### config.mk
export PLATFORM = sky130hd
export DESIGN_NAME = crc16_checked_frame_deframer
export DESIGN_NICKNAME = d
export VERILOG_FILES = /design/src/hdl/cfd_pkg.sv /design/src/hdl/crc16_checked_frame_deframer.sv /design/src/hdl/cfd_in_reg.sv /design/src/hdl/cfd_parser.sv
export SDC_FILE = /design/constraint.sdc
export NUM_CORES = 1
export LEC_CHECK = 0
export BUFFER_PORTS_ARGS = -buffer_cell sky130_fd_sc_hd__buf_2
export CAP_MARGIN = 5
export CORE_UTILIZATION = 55
export CTS_BUF_LIST = sky130_fd_sc_hd__clkbuf_4
export CTS_CLUSTER_DIAMETER = 60
export CTS_CLUSTER_SIZE = 8
export DETAILED_ROUTE_END_ITERATION = 8
export GPL_TIMING_DRIVEN = 0
export HOLD_SLACK_MARGIN = 0.06
export PLACE_DENSITY = 0.72
export SYNTH_ARGS = -nofsm -noshare
export SYNTH_HDL_FRONTEND = slang
export SYNTH_SLANG_ARGS = --single-unit
### constraint.sdc
create_clock -name clk -period 3.3 [get_ports clk]
set_input_delay 0.33 -clock clk [delete_from_list [all_inputs] [get_ports clk]]
set_output_delay 0.33 -clock clk [all_outputs]
set_load 0.01 [all_outputs]
### src/hdl/cfd_pkg.sv
// Package for the CRC-16 checked frame deframer.
// Holds frame constants, status and phase codes, the result struct and the CRC byte update.
// No dependencies.
`default_nettype none

package cfd_pkg;

	localparam logic [7:0]  HDR_FIRST     = 8'hAA;
	localparam logic [7:0]  HDR_SECOND    = 8'h55;
	localparam logic [7:0]  SKIP_CMD      = 8'hFF;
	localparam logic [7:0]  SKIP_LAST_IDX = 8'd6;
	localparam logic [7:0]  CMD_IDX       = 8'd3;
	localparam logic [7:0]  MIN_LENGTH    = 8'd4;
	localparam logic [15:0] CRC_INIT      = 16'hFFFF;
	localparam logic [15:0] CRC_POLY      = 16'hA001;

	// Status carried on each delivered byte
	typedef enum logic [1:0] {
		ST_RUN  = 2'd0,
		ST_GOOD = 2'd1,
		ST_BAD  = 2'd2,
		ST_SKIP = 2'd3
	} status_t;

	// Deframer phase, one-hot
	typedef enum logic [5:0] {
		PH_HUNT   = 6'b000001,
		PH_WANT55 = 6'b000010,
		PH_LEN    = 6'b000100,
		PH_BODY   = 6'b001000,
		PH_CRCLO  = 6'b010000,
		PH_CRCHI  = 6'b100000
	} phase_t;

	// One parse result, valid when emit is set
	typedef struct packed {
		logic       emit;
		logic [7:0] data;
		logic       first;
		logic       last;
		status_t    status;
	} res_t;

	// CRC-16/Modbus update by one byte, reflected, LSB first
	function automatic logic [15:0] crc16_byte(input logic [15:0] crc, input logic [7:0] b);
		logic [15:0] c;
		c = crc ^ {8'h00, b};
		for (int k = 0; k < 8; k++) begin
			if (c[0]) begin
				c = (c >> 1) ^ CRC_POLY;
			end else begin
				c = c >> 1;
			end
		end
		return c;
	endfunction

endpackage

`default_nettype wire

### src/hdl/crc16_checked_frame_deframer.sv
// Channel | handshake            | payload
// input   | in_valid / in_stall  | rx_byte
// output  | out_valid / out_stall| frame_byte, first_byte, last_byte, frame_status
//
// One item per cycle sustained while out_stall is low. A byte is held in the
// input register, parsed and CRC-updated by combinational logic, and lands in the
// result register; emitted results raise out_valid. Reset clears valid flags and
// frame state (hunting for header, CRC 0xFFFF). Output stall holds the result
// register and, through it, the input register; bytes that make no result wait too.
// Top level: input register, parser and result register.
// Depends on cfd_pkg, cfd_in_reg and cfd_parser.
`default_nettype none

module crc16_checked_frame_deframer
	import cfd_pkg::*;
(
	input  wire logic       clk,
	input  wire logic       arst_n,
	input  wire logic       in_valid,
	output logic            in_stall,
	input  wire logic [7:0] rx_byte,
	output logic            out_valid,
	input  wire logic       out_stall,
	output logic [7:0]      frame_byte,
	output logic            first_byte,
	output logic            last_byte,
	output logic [1:0]      frame_status
);

	logic       valid_s1;
	logic [7:0] byte_s1;
	logic       out_free;
	logic       adv;
	res_t       res;
	logic       out_valid_q;
	logic [7:0] frame_byte_q;
	logic       first_q;
	logic       last_q;
	status_t    status_q;

	// The held item moves on whenever the result register can take a result
	assign out_free = !out_valid_q || !out_stall;
	assign adv      = valid_s1 && out_free;

	cfd_in_reg u_in_reg (
		.clk      (clk),
		.arst_n   (arst_n),
		.in_valid (in_valid),
		.in_stall (in_stall),
		.rx_byte  (rx_byte),
		.adv      (adv),
		.valid_s1 (valid_s1),
		.byte_s1  (byte_s1)
	);

	cfd_parser u_parser (
		.clk     (clk),
		.arst_n  (arst_n),
		.adv     (adv),
		.byte_s1 (byte_s1),
		.res     (res)
	);

	// Result register
	always_ff @(posedge clk or negedge arst_n) begin
		if (!arst_n) begin
			out_valid_q <= 1'b0;
		end else if (out_free) begin
			out_valid_q <= adv && res.emit;
		end
	end

	always_ff @(posedge clk) begin
		if (adv && res.emit) begin
			frame_byte_q <= res.data;
			first_q      <= res.first;
			last_q       <= res.last;
			status_q     <= res.status;
		end
	end

	assign out_valid    = out_valid_q;
	assign frame_byte   = frame_byte_q;
	assign first_byte   = first_q;
	assign last_byte    = last_q;
	assign frame_status = status_q;

endmodule

`default_nettype wire

### src/hdl/cfd_in_reg.sv
// Input register for the deframer: holds one received byte for the parse stage.
// Depends on nothing but the clock and reset.
`default_nettype none

module cfd_in_reg (
	input  wire logic       clk,
	input  wire logic       arst_n,
	input  wire logic       in_valid,
	output logic            in_stall,
	input  wire logic [7:0] rx_byte,
	input  wire logic       adv,
	output logic            valid_s1,
	output logic [7:0]      byte_s1
);

	// Stall only when the held item cannot move on this cycle
	assign in_stall = valid_s1 && !adv;

	always_ff @(posedge clk or negedge arst_n) begin
		if (!arst_n) begin
			valid_s1 <= 1'b0;
		end else if (!in_stall) begin
			valid_s1 <= in_valid;
		end
	end

	always_ff @(posedge clk) begin
		if (in_valid && !in_stall) begin
			byte_s1 <= rx_byte;
		end
	end

endmodule

`default_nettype wire

### src/hdl/cfd_parser.sv
// Frame parser: header hunt, length, body, CRC check and skip-frame handling.
// Depends on cfd_pkg for codes, the result struct and the CRC update.
`default_nettype none

module cfd_parser
	import cfd_pkg::*;
(
	input  wire logic       clk,
	input  wire logic       arst_n,
	input  wire logic       adv,
	input  wire logic [7:0] byte_s1,
	output res_t            res
);

	phase_t      phase_q, phase_d;
	logic [7:0]  idx_q, idx_d;
	logic [7:0]  len_q, len_d;
	logic [15:0] crc_q, crc_d;
	logic [7:0]  crc_lo_q, crc_lo_d;
	logic        skip_q, skip_d;

	logic [15:0] crc_next;
	logic        skip_now;
	logic [8:0]  idx_inc;

	assign crc_next = crc16_byte(crc_q, byte_s1);
	assign skip_now = skip_q || (idx_q == CMD_IDX && byte_s1 == SKIP_CMD);
	assign idx_inc  = {1'b0, idx_q} + 9'd1;

	// Next state and result for the held byte
	always_comb begin
		phase_d    = phase_q;
		idx_d      = idx_q;
		len_d      = len_q;
		crc_d      = crc_q;
		crc_lo_d   = crc_lo_q;
		skip_d     = skip_q;
		res.emit   = 1'b0;
		res.data   = byte_s1;
		res.first  = 1'b0;
		res.last   = 1'b0;
		res.status = ST_RUN;
		unique case (phase_q)
			PH_WANT55: begin
				if (byte_s1 == HDR_SECOND) begin
					crc_d    = crc_next;
					phase_d  = PH_LEN;
					res.emit = 1'b1;
				end else if (byte_s1 == HDR_FIRST) begin
					crc_d     = crc16_byte(CRC_INIT, HDR_FIRST);
					skip_d    = 1'b0;
					idx_d     = 8'd0;
					phase_d   = PH_WANT55;
					res.emit  = 1'b1;
					res.first = 1'b1;
				end else begin
					phase_d = PH_HUNT;
				end
			end
			PH_LEN: begin
				if (byte_s1 < MIN_LENGTH) begin
					phase_d = PH_HUNT;
				end else begin
					len_d    = byte_s1;
					crc_d    = crc_next;
					idx_d    = CMD_IDX;
					phase_d  = PH_BODY;
					res.emit = 1'b1;
				end
			end
			PH_BODY: begin
				crc_d    = crc_next;
				res.emit = 1'b1;
				if (skip_now) begin
					if (idx_q >= SKIP_LAST_IDX) begin
						phase_d    = PH_HUNT;
						skip_d     = 1'b0;
						res.last   = 1'b1;
						res.status = ST_SKIP;
					end else begin
						skip_d = 1'b1;
						idx_d  = idx_inc[7:0];
					end
				end else begin
					if (idx_inc >= {1'b0, len_q}) begin
						phase_d = PH_CRCLO;
					end
					idx_d = idx_inc[7:0];
				end
			end
			PH_CRCLO: begin
				crc_lo_d = byte_s1;
				phase_d  = PH_CRCHI;
				res.emit = 1'b1;
			end
			PH_CRCHI: begin
				phase_d    = PH_HUNT;
				res.emit   = 1'b1;
				res.last   = 1'b1;
				res.status = ({byte_s1, crc_lo_q} == crc_q) ? ST_GOOD : ST_BAD;
			end
			default: begin
				// Hunt, and any stray phase code
				if (byte_s1 == HDR_FIRST) begin
					crc_d     = crc16_byte(CRC_INIT, HDR_FIRST);
					skip_d    = 1'b0;
					idx_d     = 8'd0;
					phase_d   = PH_WANT55;
					res.emit  = 1'b1;
					res.first = 1'b1;
				end else begin
					phase_d = PH_HUNT;
				end
			end
		endcase
	end

	// Frame state advances once per consumed item
	always_ff @(posedge clk or negedge arst_n) begin
		if (!arst_n) begin
			phase_q  <= PH_HUNT;
			idx_q    <= 8'd0;
			len_q    <= 8'd0;
			crc_q    <= CRC_INIT;
			crc_lo_q <= 8'd0;
			skip_q   <= 1'b0;
		end else if (adv) begin
			phase_q  <= phase_d;
			idx_q    <= idx_d;
			len_q    <= len_d;
			crc_q    <= crc_d;
			crc_lo_q <= crc_lo_d;
			skip_q   <= skip_d;
		end
	end

endmodule

`default_nettype wire

==> summary.md <==
| Metric | Value |
|---|---|
| Met3 usage | `0.0428` |
| Warnings from Yosys | `0` |
| Detailed-route via count | `2669` |
| Net Count, Synth | `between 300 and 400` |
| CP endpoint kind | `flop` |
| Relative slew slack | `0.235` |
| Mapped Avg Cell Area | `around 11 µm²` |
| Drt initial violations | `roughly 120` |
| Status | `finished, final reports clean` |
| Starting density of the core | `0.584` |
| Post-synth top area share | `0.211` |
| Global-route wire length before repair | `13.1 mm` |
| Async S/R FF share, synth | `0.710` |
| Worst Skew | `0.0112 ns` |
| Antenna violations before repair | `0` |
| Remaining global-route overflow | `0` |
| WL/cell | `17.1 µm` |
| Clk slew on worst S/H paths | `0.12 ns` |
| Cell mode on critical path | `ha_1` |
| Worst-path maximum fanout | `6` |
| Final Worst Setup Slack | `0.467 ns` |
| RSZ-0062 raised after global routing | `false` |
| Share of layout cells above drive strength 1 | `0.255` |
| Number of global-route vias before repair | `2670` |
| Seq/Total Area, Yosys | `0.487` |
| GR Layer Usage met1 | `0.331` |
| Slew Limit Fails | `0` |
| Global route hottest layer | `met2` |
| Antenna viol nets, final | `0` |
| Synth top area cells | `dfrtp_1 21%, edfxtp_1 16%, dfstp_2 12%` |
| Cells on Worst Hold Path | `1` |
| Cells along the critical path | `ha_1 > nand3_1 > nor3_1 > xnor2_1 > ha_1 > and2_1 > and4_1 > nand2_1 > nand4bb_1 > a31o_2 > a211oi_1` |
| Drt drc | `0` |
| Setup WS pre-CTS | `0.506 ns` |
| Final min period | `2.83 ns` |
| N_diodes | `0` |
| Gpl congestion | `0.846` |
| Reg2reg path depth | `11` |
| Min-delay src | `rx_byte[6]` |
| Cell Pwr Density | `456 nW/µm²` |
| Area Overhead vs Synth | `11.0%` |
| Post-layout util | `0.648` |
| Max-cap violation count | `0` |
| TritonCTS clock tree | `yes` |
| Pre-antenna DRT Iters | `4` |
| # H-tree levels | `3` |
| Synthesized cell area | `about 3800 µm²` |
| FP Rows | `29` |
| Die ar. | `7240 µm²` |
| CP Launch Type | `flop` |
| Fillers | `522` |
| Unique cell type count in the Yosys netlist | `59` |
| Root Buffer Master | `clkbuf_4` |
| Met2 usage | `0.367` |
| CTS Buf Count | `9` |
| # nets final | `405` |
| Clk_lat worst skew | `slightly above 0.4 ns` |
| Worst slew pin tran | `1.15 ns` |
| Data arrival, critical path | `between 3 and 4 ns` |
| Yosys reg bits | `roughly 70` |
| Max Freq | `353 MHz` |
| HPWL after DPL | `5.50 mm` |
| Origin of the worst setup path | `u_parser.idx_q[0]` |
| Overall Global Routing Usage | `0.238` |
| Post-CTS setup buffers | `0` |
| Pin count of the biggest net entering global routing | `50` |
| Gate count of the mapped netlist | `342` |
| IO Count | `26` |
| Clk buf depth | `2` |
| Lkg Pwr | `~1.9 nW` |
| Worst r2r src | `u_parser.idx_q[0]` |
| Total Wirelength | `7.93 mm` |
| Worst Path Required | `3.63 ns` |
| Die Span X | `85.1 µm` |
| Slowest Stage Delay on Critical Path | `0.48 ns` |
| Tcrit/Tclk final | `0.858` |
| Top_reg_cell synth | `dfrtp_1` |
| Most common cell in the netlist | `xnor2_1` |
| Final Cell Area | `4210 µm²` |
| Via/cell ratio | `about 5.7` |
| Max VDD drop | `a little under 0.0002 V` |
| # clock sinks | `69` |
| Fin. Hold Viols | `0` |
| Setup Viol. Count Final | `0` |
| Worst setup path category | `reg2reg` |
| IO Port Bufs | `25` |
| Placed instance count | `444` |
| Post-synth EDFFs | `20` |
| Synth area leader | `dfrtp_1` |
| Fin Setup TNS | `0 ns` |
| Core Region | `6490 µm²` |
| Hold Path Class | `in2reg` |
| Final cell count without fillers | `465` |
| Post-synth top cells | `36 x xnor2_1, 32 x dfrtp_1, 31 x nand2_1` |
| Die Span Y | `85.1 µm` |
| Post-DP Area | `4020 µm²` |
| CP max-delay cell | `dfrtp_1` |
-- layout by cell type, fill, tap and decap left out, drive strengths merged, types with 4 or more instances in the layout --
cell type	count
nor4	5
edfxtp	20
dfstp	17
xnor2	37
o22a	6
nor2	13
o21ai	18
dfrtp	32
nand2	31
mux2	10
dlygate4sd3	5
nand3	6
nor3	5
nand4	9
inv	25
ha	10
or3	4
o22ai	4
buf	40
and2	6
a21oi	10
mux2i	7
clkbuf	14
xor2	8
-- per-stage QoR --
step	hold slack, ns	total power [mW]
6_report	0.0800	1.92
3_3_place_gp	0.435	1.35
2_1_floorplan	0.0344	1.28
3_5_place_dp	0.440	1.36
4_1_cts	0.0620	1.93
5_1_grt	0.0609	2.01
-- path summary, 6_finish.rpt --
path	slack (ns)	end
hold / removal	0.08	u_in_reg.byte_s1[6]
setup / recovery	0.47	u_parser.phase_q[0]
hold reg to reg	0.47	frame_byte[6]
min in group asynchronous	0.12	u_in_reg.valid_s1
max in group asynchronous	2.50	u_parser.crc_lo_q[3]
setup reg to reg	0.47	u_parser.phase_q[0]
-- critical path: cells and delay by family (launching register included) --
kind,cells,cell delay [ns]
AO/OA/AOI/OAI,2,0.51
XOR/XNOR,1,0.19
adder cells (fa/ha/maj),2,0.58
flip-flops,1,0.48
AND/OR/NAND/NOR,6,1.01
-- flip-flops by register name, indices dropped and copies added, names as in the netlist --
signal             cells
frame_byte             8
first_byte             1
u_in_reg.valid_s1      1
u_parser.phase_q       6
u_parser.crc_q        16
u_parser.idx_q         8
u_parser.len_q         8
u_parser.crc_lo_q      8
last_byte              1
u_in_reg.byte_s1       8
u_parser.skip_q        1
out_valid              1
frame_status           2
-- layer usage --
metal	wire length (µm)	vias up	share of wire
met5	0	-	0
met4	167	0	0.021
met3	322	14	0.041
met2	3600	62	0.45
met1	3840	1304	0.48
li1	-	1289	-
-- report_power, final --
group	internal (mW)	switching (mW)	total (mW)
Sequential	0.939	0.0397	0.979
Clock	0.244	0.327	0.572
Combinational	0.189	0.180	0.369
-- cells by family after synthesis --
logic type                 share of synthesized area
AOI/OAI and AO/OA                              0.115
buffers and inverters                         0.0590
adders and majority gates                     0.0330
xor gates and xnor gates                       0.112
and+or+nand+nor                                0.145
muxes                                         0.0491
DFF                                            0.487
-- layout make-up --
| type | instances | area, µm² | area share |
|---|---|---|---|
| flip-flops and latches | 69 | 1850 | 0.439 |
| multi-input cells | 231 | 1720 | 0.409 |
| repair buffers | 30 | 175 | 0.0416 |
| plain buffers | 19 | 138 | 0.0327 |
| well taps | 77 | 96.3 | 0.0229 |
| inverters | 23 | 86.3 | 0.0205 |
| clock buffers | 10 | 75.1 | 0.0178 |
| clock inverters | 6 | 70.1 | 0.0166 |
-- what timing repair did --
item                      4_1_cts  5_1_grt
hold endpoints to repair        0        5
hold buffers                    0        5
resized for setup               0        0
Power figures use the tool's default switching activity.
